--- src/rtl/csim_pkg.sv ---
package csim_pkg;

    localparam int ELEM_W      = 16;
    localparam int PROD_W      = 2 * ELEM_W;
    localparam int DOT_W       = 42;
    localparam int SQ_W        = 41;
    localparam int NORM_W      = 29;
    localparam int COS_W       = 16;
    localparam int FRAC_SHIFT  = 16;
    localparam int RAD_W       = 2 * NORM_W;
    localparam int REM_W       = NORM_W + 2;
    localparam int HALF_W      = (NORM_W + 1) / 2;
    localparam int DEN_W       = 2 * NORM_W;
    localparam int QUO_W       = COS_W + 1;
    localparam int SQRT_STEPS  = NORM_W;
    localparam int DIV_STEPS   = DOT_W + 31;
    localparam int CNT_W       = $clog2(DIV_STEPS);

    typedef struct packed {
        logic signed [ELEM_W-1:0] elem_a;
        logic signed [ELEM_W-1:0] elem_b;
        logic                     last_element;
    } in_t;

    typedef struct packed {
        logic signed [DOT_W-1:0]  dot_product;
        logic        [NORM_W-1:0] norm_first;
        logic signed [COS_W-1:0]  cosine;
        logic                     zero_norm;
    } out_t;

    typedef struct packed {
        logic acc_en;
        logic acc_clr;
        logic root_load;
        logic root_step;
        logic mul_lo;
        logic mul_hi;
        logic mul_sum;
        logic div_load;
        logic div_step;
        logic out_load;
    } cmd_t;

    typedef struct packed {
        logic zero_norm;
    } sts_t;

endpackage

--- src/rtl/csim_ctrl.sv ---
module csim_ctrl (
    input  logic                 aclk,
    input  logic                 aresetn,
    input  logic                 s_valid,
    input  logic                 s_last,
    output logic                 s_ready,
    output logic                 m_valid,
    input  logic                 m_ready,
    input  csim_pkg::sts_t       sts,
    output csim_pkg::cmd_t       cmd
);

    typedef enum logic [2:0] {
        ST_ACCUM,
        ST_LOAD,
        ST_ROOT,
        ST_MUL_LO,
        ST_MUL_HI,
        ST_MUL_SUM,
        ST_DIV,
        ST_FINISH
    } state_t;

    state_t                     state_reg;
    logic [csim_pkg::CNT_W-1:0] cnt_reg;
    logic                       m_valid_reg;
    logic                       accept;
    logic                       out_free;

    assign s_ready  = (state_reg == ST_ACCUM);
    assign m_valid  = m_valid_reg;
    assign accept   = s_valid && s_ready;
    assign out_free = !m_valid_reg || m_ready;

    always_comb begin
        cmd           = '0;
        cmd.acc_en    = accept;
        cmd.root_load = (state_reg == ST_LOAD);
        cmd.root_step = (state_reg == ST_ROOT);
        cmd.mul_lo    = (state_reg == ST_MUL_LO);
        cmd.mul_hi    = (state_reg == ST_MUL_HI);
        cmd.mul_sum   = (state_reg == ST_MUL_SUM);
        cmd.div_load  = (state_reg == ST_MUL_SUM);
        cmd.div_step  = (state_reg == ST_DIV);
        cmd.out_load  = (state_reg == ST_FINISH) && out_free;
        cmd.acc_clr   = cmd.out_load;
    end

    always_ff @(posedge aclk) begin
        if (!aresetn) begin
            state_reg   <= ST_ACCUM;
            cnt_reg     <= '0;
            m_valid_reg <= 1'b0;
        end else begin
            if (state_reg == ST_FINISH && out_free) begin
                m_valid_reg <= 1'b1;
            end else if (m_valid_reg && m_ready) begin
                m_valid_reg <= 1'b0;
            end
            unique case (state_reg)
                ST_ACCUM: begin
                    if (accept && s_last) begin
                        state_reg <= ST_LOAD;
                    end
                end
                ST_LOAD: begin
                    cnt_reg   <= '0;
                    state_reg <= ST_ROOT;
                end
                ST_ROOT: begin
                    cnt_reg <= cnt_reg + 1'b1;
                    if (cnt_reg == csim_pkg::CNT_W'(csim_pkg::SQRT_STEPS - 1)) begin
                        state_reg <= ST_MUL_LO;
                    end
                end
                ST_MUL_LO: begin
                    state_reg <= ST_MUL_HI;
                end
                ST_MUL_HI: begin
                    state_reg <= ST_MUL_SUM;
                end
                ST_MUL_SUM: begin
                    cnt_reg   <= '0;
                    // With a zero norm the cosine is forced to zero, so no division runs.
                    state_reg <= sts.zero_norm ? ST_FINISH : ST_DIV;
                end
                ST_DIV: begin
                    cnt_reg <= cnt_reg + 1'b1;
                    if (cnt_reg == csim_pkg::CNT_W'(csim_pkg::DIV_STEPS - 1)) begin
                        state_reg <= ST_FINISH;
                    end
                end
                ST_FINISH: begin
                    if (out_free) begin
                        state_reg <= ST_ACCUM;
                    end
                end
                default: begin
                    state_reg <= ST_ACCUM;
                end
            endcase
        end
    end

endmodule

--- config.mk ---
export PLATFORM = sky130hd
export DESIGN_NAME = csim_ctrl
export DESIGN_NICKNAME = d
export VERILOG_FILES = /design/src/rtl/csim_pkg.sv /design/src/rtl/csim_ctrl.sv
export SDC_FILE = /design/constraint.sdc
export NUM_CORES = 1
export LEC_CHECK = 0
export BUFFER_PORTS_ARGS = -buffer_cell sky130_fd_sc_hd__buf_2
export CORE_AREA = 2 2 39 41
export CTS_CLUSTER_DIAMETER = 60
export DETAILED_ROUTE_END_ITERATION = 16
export DIE_AREA = 0 0 41 43
export PLACE_DENSITY = 0.79
export SLEW_MARGIN = 0
export SYNTH_ARGS = -nofsm -noshare
export SYNTH_HDL_FRONTEND = slang
export SYNTH_SLANG_ARGS = --single-unit
--- constraint.sdc ---
create_clock -name aclk -period 2.08 [get_ports aclk]
set_input_delay 0.208 -clock aclk [delete_from_list [all_inputs] [get_ports aclk]]
set_output_delay 0.208 -clock aclk [all_outputs]
set_load 0.005 [all_outputs]
# Word-level counts from Yosys, hierarchy flattened
# Cells that the tools add are included.
# op_classes
n_eq_ne,13
n_reduce_logical,12
add_sub_neg,1
mux,9
# ops
cell,count
$pmux 3 s8,1
$pmux 7 s2,1
$eq 3x3->1 const B,4
$mux 3,4
$add 7x1->7 const B,1
$eq 7x5->1 const B,1
$eq 7x7->1 const B,1
$eq 3x2->1 const B,2
$ne 2x1->1 const B,3
$logic_and 1x1->1,4
$reduce_and 4->1,1
$reduce_bool 2->1,2
$reduce_or 2->1,2
$eq 3x1->1 const B,1
$logic_not 3->1,1
$mux 1,3
$ne 2x2->1 const B,1
$logic_not 1->1,1
$logic_or 1x1->1,1
# totals
wordCells,38
regBits,11
input_bits,6
out_inout_bits,12

# Longest topological paths before layout
# Gate-level depths: netlist (run 1).
# depth
depth_word,5
mapped_depth,6
ltp_nobuf,6

# Worst setup path before layout (run 1)
# No wires, ideal clock.
# synth_path
path_kind,register to register
from,register cnt_reg[0] in the netlist's numbering
to,register cnt_reg[6] in the netlist's numbering
path_buffers,0
synth_period_minus_slack_ps,1279
setup_time_ps,70
t_required_ps,2010
setup_slack_ps,801
stages_incl_launch_ff,5
arrival_ps,1209
cell_sequence,dfxtp_1 > ha_1 > nand2_1 > or4_1 > a21oi_1
# synth_between
elab_chain_len,2
# synth_rtl
item,line,text
from (decl),csim_ctrl.sv:25,logic [csim_pkg::CNT_W-1:0] cnt_reg;
from (signal assigned),csim_ctrl.sv:71,cnt_reg <= cnt_reg + 1'b1;
from (signal assigned),csim_ctrl.sv:88,cnt_reg <= cnt_reg + 1'b1;
$add 7x1->7,"csim_ctrl.sv:71, csim_ctrl.sv:88",
$pmux 7 s2,csim_ctrl.sv:60,unique case (state_reg)
# No other way between the ends.
# A chain may end at the register's enable or synchronous reset.

==> flow_summary.rst, run 1 <==
.. list-table::
   :header-rows: 1

   * - Metric
     - Value
   * - Status
     - finished clean
   * - Initial standard-cell utilization of the core
     - 0.482
   * - CTS Hold Bufs
     - 0
   * - Post-DRT Antenna Nets
     - 0
   * - Tightest hold margin
     - 0.237 ns
   * - Half-perimeter wire length after detailed placement
     - 1020 um
   * - Synth-to-layout area growth
     - 16.1%
   * - Startpoint kind of the worst setup timing path
     - flop
   * - Maximum number of pins on one net before global-route repair
     - 16
   * - WL/cell
     - 11.2 um
   * - Classification of the worst setup path
     - reg2out
   * - Setup slack after placement
     - 0.625 ns
   * - Residual overflow from global routing
     - 0
   * - Mean cell area of the mapped netlist
     - 7.94 um2
   * - Number of nets in the layout
     - 110
   * - Final min period
     - 1.75 ns
   * - Number of antenna violations at the first check in global routing
     - 0
   * - Post-CTS setup buffer count
     - 0
   * - Setup violation total in the final timing report
     - 0
   * - Cell area after synthesis
     - 667 um2
   * - CP max FO
     - 15
   * - Core Box Area
     - 0.00138 mm2
   * - Most instantiated flip-flop cell in the synthesis netlist
     - dfxtp_1
   * - Clock network latency to the later pin of the worst-skew pair
     - 0.27 ns
   * - CTS sink count
     - 11
   * - Number of input and output port buffers inserted
     - 17
   * - Number of DRC violations after detailed routing
     - 0
   * - FFs w/ async S/R, synth
     - 0
   * - Critical path arrival
     - 1.55 ns
   * - Fraction of the yosys area taken by sequential cells
     - 0.330
   * - Most frequent cell after synthesis
     - dfxtp_1
   * - Post-synthesis sequential element count
     - 11
   * - Max-slew violation total from the final report
     - 0
   * - Core utilization of the finished layout
     - 0.560
   * - Max Cap Viol
     - 0
   * - Kind of capture point of the worst setup path
     - output pin
   * - Layout Skew
     - 0.00852 ns
   * - Period utilization
     - 0.843
   * - Maximum vdd drop
     - 0.386 mV
   * - First-pass GRT wire length
     - 2330 um
   * - Reg-to-Reg Start
     - state_reg[0]
   * - Warnings, synthesis
     - 0
   * - Number of diodes added for antenna fixing
     - 0
   * - GPL Wtd Cong
     - 0.770
   * - PD cells
     - 588 mW/mm2
   * - Width of the die
     - 41 um
   * - Resized cells post-CTS
     - 0
   * - Minimum setup slack in the final design
     - 0.327 ns
   * - Number of synthesized flops with an enable pin
     - 0
   * - Cells after synthesis
     - 84
   * - Pre-Repair DR Iteration Count
     - 4
   * - Number of flip-flops under the largest register name
     - 7
   * - DR vias/cell
     - 5.44
   * - CTS clk-pin slew, worst paths
     - 0.08 ns
   * - CP Data Required Time
     - 1.87 ns
   * - Initial drt markers
     - 6
   * - DR vias
     - 636
   * - Yosys top cell area share
     - 0.330
   * - Hold path startpoint
     - aresetn
   * - Fraction of final layout cells sized beyond drive strength 1
     - 0.248
   * - Remaining max-slew budget at the tightest pin
     - 0.718
   * - Total negative slack for setup checks
     - 0 ns
   * - Number of distinct library cells after synthesis
     - 33
   * - Top post-synthesis cells by area
     - dfxtp_1 (33%), nor2_1 (5.6%), nand2_1 (5.1%), and2_1 (3.8%), ha_1 (3.8%)
   * - Cell taking the most area after synthesis
     - dfxtp_1
   * - Actual slew at the worst max-slew pin
     - 0.422 ns
   * - Clock Tree Buf Depth
     - 2
   * - RSZ-0062 raised after global routing
     - false
   * - Number of global-route vias before repair
     - 581
   * - Die Ht
     - 43 um
   * - Highest clock frequency the design can meet
     - 570 MHz
   * - Cell leakage power
     - 0.355 nW
   * - GR Util All Layers
     - 0.187
   * - Most instantiated cells after synthesis
     - dfxtp_1 (11), nor2_1 (10), nand2_1 (9)
   * - FP Rows
     - 14
   * - Post-Synthesis Net Count
     - 92
   * - Launching element of the worst setup path
     - state_reg[0]
   * - Worst min-delay path category
     - in2reg
   * - Number of levels the H-tree was split into
     - 1
   * - Number of CTS-inserted buffers
     - 3
   * - TritonCTS clock tree
     - done
   * - Die area
     - 0.00176 mm2
   * - Number of top-level pins
     - 18
   * - Sum of routed wire length over all layers
     - 1310 um
   * - Count of final hold-check violations
     - 0
   * - Library cell used as clock root buffer
     - clkbuf_4
power by group:
group	internal, mW	leakage [nW]	switching (mW)	total, mW
Sequential	0.219	0.0891	0.0174	0.236
Clock	0.0742	0.0150	0.0747	0.149
Combinational	0.0351	0.251	0.0353	0.0703
Total	0.328	0.355	0.127	0.456
layer usage:
metal,wire (um),part of all wire,up-vias,track usage
met5,0,0,-,0
met4,25,0.019,0,0.0800
met3,53,0.040,4,0.0314
met2,620,0.47,15,0.297
met1,610,0.47,291,0.236
li1,-,-,326,-
final cells by class:
| cell class | count | area (um2) |
|---|---|---|
| fill | 136 | 609 |
| multi-input combinational | 62 | 393 |
| sequential | 11 | 220 |
| timing repair buffer | 18 | 92.6 |
| clock buffer | 4 | 26.3 |
| inverter | 6 | 22.5 |
| tap | 16 | 20.0 |
critical path: stages (launching register included):
cell and delay, ns:
dfxtp_1 0.58, nand2_1 0.23, nor3_1 0.28, buf_2 0.17
through the flow:
stage | total power, mW | cell area, um2 | cells
6_report | 0.456 | 774 | 117
5_1_grt | 0.478 | 774 | 117
4_1_cts | 0.460 | 774 | 117
3_5_place_dp | 0.312 | 748 | 113
3_3_place_gp | 0.310 | 748 | 113
2_1_floorplan | 0.288 | 667 | 84
path summary, 6_finish.rpt:
kind,to,slack (ns),depth (start not counted)
max,cmd[8],0.33,3
min,cnt_reg[2],0.24,2
max reg2reg,cnt_reg[3],0.60,4
min reg2reg,cnt_reg[5],0.50,1
placed cells by master (no fill, tap or decap):
cell type and instances:
buf_4 1, or3_4 1, a22oi_1 1, a21boi_0 1
ha_1 2, xor2_1 1, nor2_2 1, mux2i_1 1
o21a_1 1, o22ai_1 1, inv_1 6, o41ai_1 1
nand2_1 9, nor2_1 10, or3_1 1, nand3_1 2
a21oi_1 4, mux2_4 1, and2_1 4, nand2b_1 1
o2111ai_1 1, nor2b_1 2, dfxtp_1 11, buf_2 17
o311ai_0 1, o21ai_0 4, o211ai_1 1, or4_1 1
nand3b_4 1, nor4b_1 2, nor3_1 3, a211oi_1 3
clkbuf_4 3, clkbuf_1 1
cell families after synthesis:
family / after synthesis / synth area share
AO/OA/AOI/OAI: 19 / 0.188
XOR/XNOR: 1 / 0.0131
adder cells (fa/ha/maj): 2 / 0.0375
buffers and inverters: 11 / 0.0807
flip-flops: 11 / 0.330
multiplexers: 2 / 0.0375
AND/OR/NAND/NOR: 38 / 0.313
(Power assumes the default switching activity.)
==> run 2, diff against run 1 <==
--- a/config.mk
+++ b/config.mk
@@ -5,12 +5,12 @@
 export SDC_FILE = /design/constraint.sdc
 export NUM_CORES = 1
 export LEC_CHECK = 0
+export ABC_AREA = 1
 export BUFFER_PORTS_ARGS = -buffer_cell sky130_fd_sc_hd__buf_2
-export CORE_AREA = 2 2 39 41
+export CORE_UTILIZATION = 50
 export CTS_CLUSTER_DIAMETER = 60
 export DETAILED_ROUTE_END_ITERATION = 16
-export DIE_AREA = 0 0 41 43
-export PLACE_DENSITY = 0.79
+export PLACE_DENSITY = 0.78
 export SLEW_MARGIN = 0
 export SYNTH_ARGS = -nofsm -noshare
 export SYNTH_HDL_FRONTEND = slang
==> constraint.sdc (replaced) <==
create_clock -name aclk -period 1.7 [get_ports aclk]
set_input_delay 0.17 -clock aclk [delete_from_list [all_inputs] [get_ports aclk]]
set_output_delay 0.17 -clock aclk [all_outputs]
set_load 0.005 [all_outputs]
==> flow_summary.rst, run 2 <==
.. list-table::
   :header-rows: 1

   * - Metric
     - Value
   * - Mean cell area of the mapped netlist
     - 6.24 um2 (-21%)
   * - Post-Layout Cell Count
     - 143 (+22%)
   * - Setup violation total in the final timing report
     - 0 (unchanged)
   * - Die area
     - 0.00155 mm2 (-12%)
   * - Logic gate share of total power
     - 0.439 (+0.285)
   * - Worst min-delay path category
     - in2reg
   * - Worst min-delay path endpoint
     - state_reg[2]
   * - Power share of the clock group
     - 0.185 (-0.142)
   * - Most common library cell in the layout ignoring fill and taps
     - nand2_1
   * - Half-perimeter wire length after detailed placement
     - 1090 um (+6.8%)
   * - CTS clk-pin slew, worst paths
     - 0.07 ns (about the same)
   * - Kind of capture point of the worst setup path
     - output pin
   * - Number of global-route vias before repair
     - 593 (+2.1%)
   * - Number of DRC violations after detailed routing
     - 0 (unchanged)
   * - Clock network latency to the later pin of the worst-skew pair
     - 0.27 ns (about the same)
   * - Total negative slack for setup checks
     - 0 ns (unchanged)
   * - Number of distinct library cells after synthesis
     - 21 (-36%)
   * - Post-CTS setup buffer count
     - 0 (unchanged)
   * - FP Rows
     - 13 (-1)
   * - Remaining max-slew budget at the tightest pin
     - 0.778 (+0.0595)
   * - Period utilization
     - 0.917
   * - Post-DRT Antenna Nets
     - 0 (unchanged)
   * - Synth-to-layout area growth
     - 13.8%
   * - Cell area after synthesis
     - 699 um2 (+4.9%)
   * - CTS Hold Bufs
     - 0 (unchanged)
   * - Cell taking the most area after synthesis
     - dfxtp_1
   * - Initial drt markers
     - 18 (+12)
   * - Highest clock frequency the design can meet
     - 642 MHz
   * - Fraction of final layout cells sized beyond drive strength 1
     - 0.234 (-0.0131)
   * - Number of levels the H-tree was split into
     - 1 (unchanged)
   * - Most instantiated cells after synthesis
     - nand2_1 (28), nor2_1 (19), inv_1 (12)
   * - Maximum number of pins on one net before global-route repair
     - 10 (-6)
   * - Width of the die
     - 39.4 um (-3.9%)
   * - Uppermost metal layer occupied by signal nets
     - met4
   * - Fraction of the yosys area taken by sequential cells
     - 0.315 (-0.0154)
   * - GR Util All Layers
     - 0.219 (+0.0316)
   * - Sum of routed wire length over all layers
     - 1390 um (+6.2%)
   * - RSZ-0062 raised after global routing
     - false
   * - WL/cell
     - 9.73 um (-13%)
   * - Post-Synthesis Net Count
     - 120 (+30%)
   * - Critical path arrival
     - 1.39 ns (-0.16 ns)
   * - First-pass GRT wire length
     - 2260 um (-3.0%)
   * - Setup slack on the worst flop-to-flop path
     - 0.41 ns (-0.19 ns)
   * - Classification of the worst setup path
     - reg2out
   * - Final min period
     - 1.56 ns
   * - Cell leakage power
     - 0.409 nW (+15%)
   * - Number of CTS-inserted buffers
     - 3 (unchanged)
   * - Number of synthesized flops with an enable pin
     - 0 (unchanged)
   * - Most frequent cell after synthesis
     - nand2_1
   * - Post-synthesis sequential element count
     - 11 (unchanged)
   * - Switching power
     - 421 uW (+230%)
   * - Max-slew violation total from the final report
     - 0 (unchanged)
   * - Hold path startpoint
     - aresetn
   * - Count of final hold-check violations
     - 0 (unchanged)
   * - Routed met1 length
     - 633 um (+3.8%)
   * - End of the worst register-to-register path
     - state_reg[0]
   * - GPL Wtd Cong
     - 0.785 (+2.0%)
   * - DR vias
     - 708 (+11%)
   * - CP max FO
     - 9 (-6)
   * - Max Cap Viol
     - 0 (unchanged)
   * - Residual overflow from global routing
     - 0 (unchanged)
   * - Routed wl met3
     - 48 um (-9.4%)
   * - Number of antenna violations at the first check in global routing
     - 0 (unchanged)
   * - Reg-to-Reg Start
     - state_reg[0]
   * - Status
     - finished clean
   * - Startpoint kind of the worst setup timing path
     - flop
   * - Number of input and output port buffers inserted
     - 17 (unchanged)
   * - Pre-Repair DR Iteration Count
     - 4 (unchanged)
   * - Number of top-level pins
     - 18 (unchanged)
   * - Die Ht
     - 39.4 um (-8.4%)
   * - TritonCTS clock tree
     - done
   * - Number of flip-flops under the largest register name
     - 7 (unchanged)
   * - Top post-synthesis cells by area
     - dfxtp_1 (31%), nand2_1 (15%), nor2_1 (10%), nand3_1 (6.4%), inv_1 (6.4%)
   * - Worst hold path depth
     - 3 (+1)
   * - Detailed route wirelength on metal2
     - 673 um (+8.5%)
   * - Internal Dissipation
     - 537 uW (+64%)
   * - Resized cells post-CTS
     - 0 (unchanged)
   * - Layout Skew
     - 0.00383 ns (-0.00469 ns)
   * - Number of diodes added for antenna fixing
     - 0 (unchanged)
   * - Part of the power in registers
     - 0.375 (-0.144)
   * - PD cells
     - 1200 mW/mm2 (+100%)
   * - Initial standard-cell utilization of the core
     - 0.538 (+0.0556)
   * - FFs w/ async S/R, synth
     - 0 (unchanged)
   * - Library cell used as clock root buffer
     - clkbuf_4
   * - Switching share of power
     - 0.439 (+0.159)
   * - Warnings, synthesis
     - 0 (unchanged)
   * - Maximum vdd drop
     - 0.659 mV (+71%)
   * - CP Data Required Time
     - 1.53 ns (-0.34 ns)
   * - Actual slew at the worst max-slew pin
     - 0.332 ns (-0.0895 ns)
   * - Cells after synthesis
     - 112 (+33%)
   * - CTS sink count
     - 11 (unchanged)
   * - Clock Tree Buf Depth
     - 2 (unchanged)
   * - FF-to-FF path depth
     - 9 (+5)
   * - Yosys top cell area share
     - 0.315 (-0.0154)
   * - Core Box Area
     - 0.00130 mm2 (-6.0%)
   * - Number of nets in the layout
     - 137 (+25%)
   * - Commonest cells after routing, fill and taps aside
     - nand2_1 (28), nor2_1 (19), buf_2 (17), inv_1 (12), dfxtp_1 (11)
   * - DR vias/cell
     - 4.95 (-8.9%)
   * - Most instantiated flip-flop cell in the synthesis netlist
     - dfxtp_1
   * - Number of placed instances with taps included
     - 139 (+23%)
==> run 2: worst max-delay path by stage <==
stage / startpoint / end / slack [ns] / depth (start not counted)
detailed placement: state_reg[1] / cnt_reg[6] / 0.41 / 7
global route: state_reg[0] / cmd[3] / 0.05 / 3
global placement: state_reg[1] / cnt_reg[6] / 0.44 / 7
finish: state_reg[0] / cmd[3] / 0.14 / 3
CTS: state_reg[0] / cmd[3] / 0.14 / 3
floorplan: cnt_reg[0] / state_reg[0] / 0.55 / 10
==> run 2: logic make-up after synthesis <==
kind of cell / count (synthesis) / share of synthesized area
buffers and inverters: 22 / 0.140
AOI/OAI and AO/OA: 10 / 0.0823
DFF: 11 / 0.315
and+or+nand+nor: 67 / 0.428
adders and majority gates: 2 / 0.0358
==> run 2: routing by layer <==
layer  vias to the layer above  track usage
met5                         -            0
met4                         0        0.103
met3                         5       0.0511
met2                        17        0.393
li1                        382            -
met1                       304        0.234
==> run 2: area by class of cell <==
cell class	count	area, um2
clock buffer	4	26.3
fill	137	505
inverter	17	63.8
multi-input combinational	79	382
sequential	11	220
tap	15	18.8
timing repair buffer	17	85.1
==> run 2: power by group through the flow <==
stage / sequential (mW) / combinational [mW] / clock, mW
finish: 0.360 / 0.421 / 0.178
global route: 0.369 / 0.491 / 0.196
CTS: 0.360 / 0.422 / 0.182
detailed placement: 0.366 / 0.420 / 0
global placement: 0.364 / 0.417 / 0
floorplan: 0.334 / 0.351 / 0
==> run 2: stage by stage <==
stage	utilization	hold slack (ns)	setup WS (ns)	power, mW	area (um2)
final	0.612	0.190	0.141	0.958	796
after global routing	0.612	0.197	0.0459	1.06	796
after CTS	0.612	0.192	0.143	0.964	796
after detailed placement	0.591	0.479	0.409	0.786	769
after global placement	0.591	0.478	0.444	0.781	769
after floorplan	-	0.429	0.548	0.685	699
==> run 2: worst max-delay path, cell delays in order, from the launching register on <==
cell and delay, ns:
dfxtp_1 0.50, nand2_1 0.29, nor2_1 0.19, buf_2 0.14
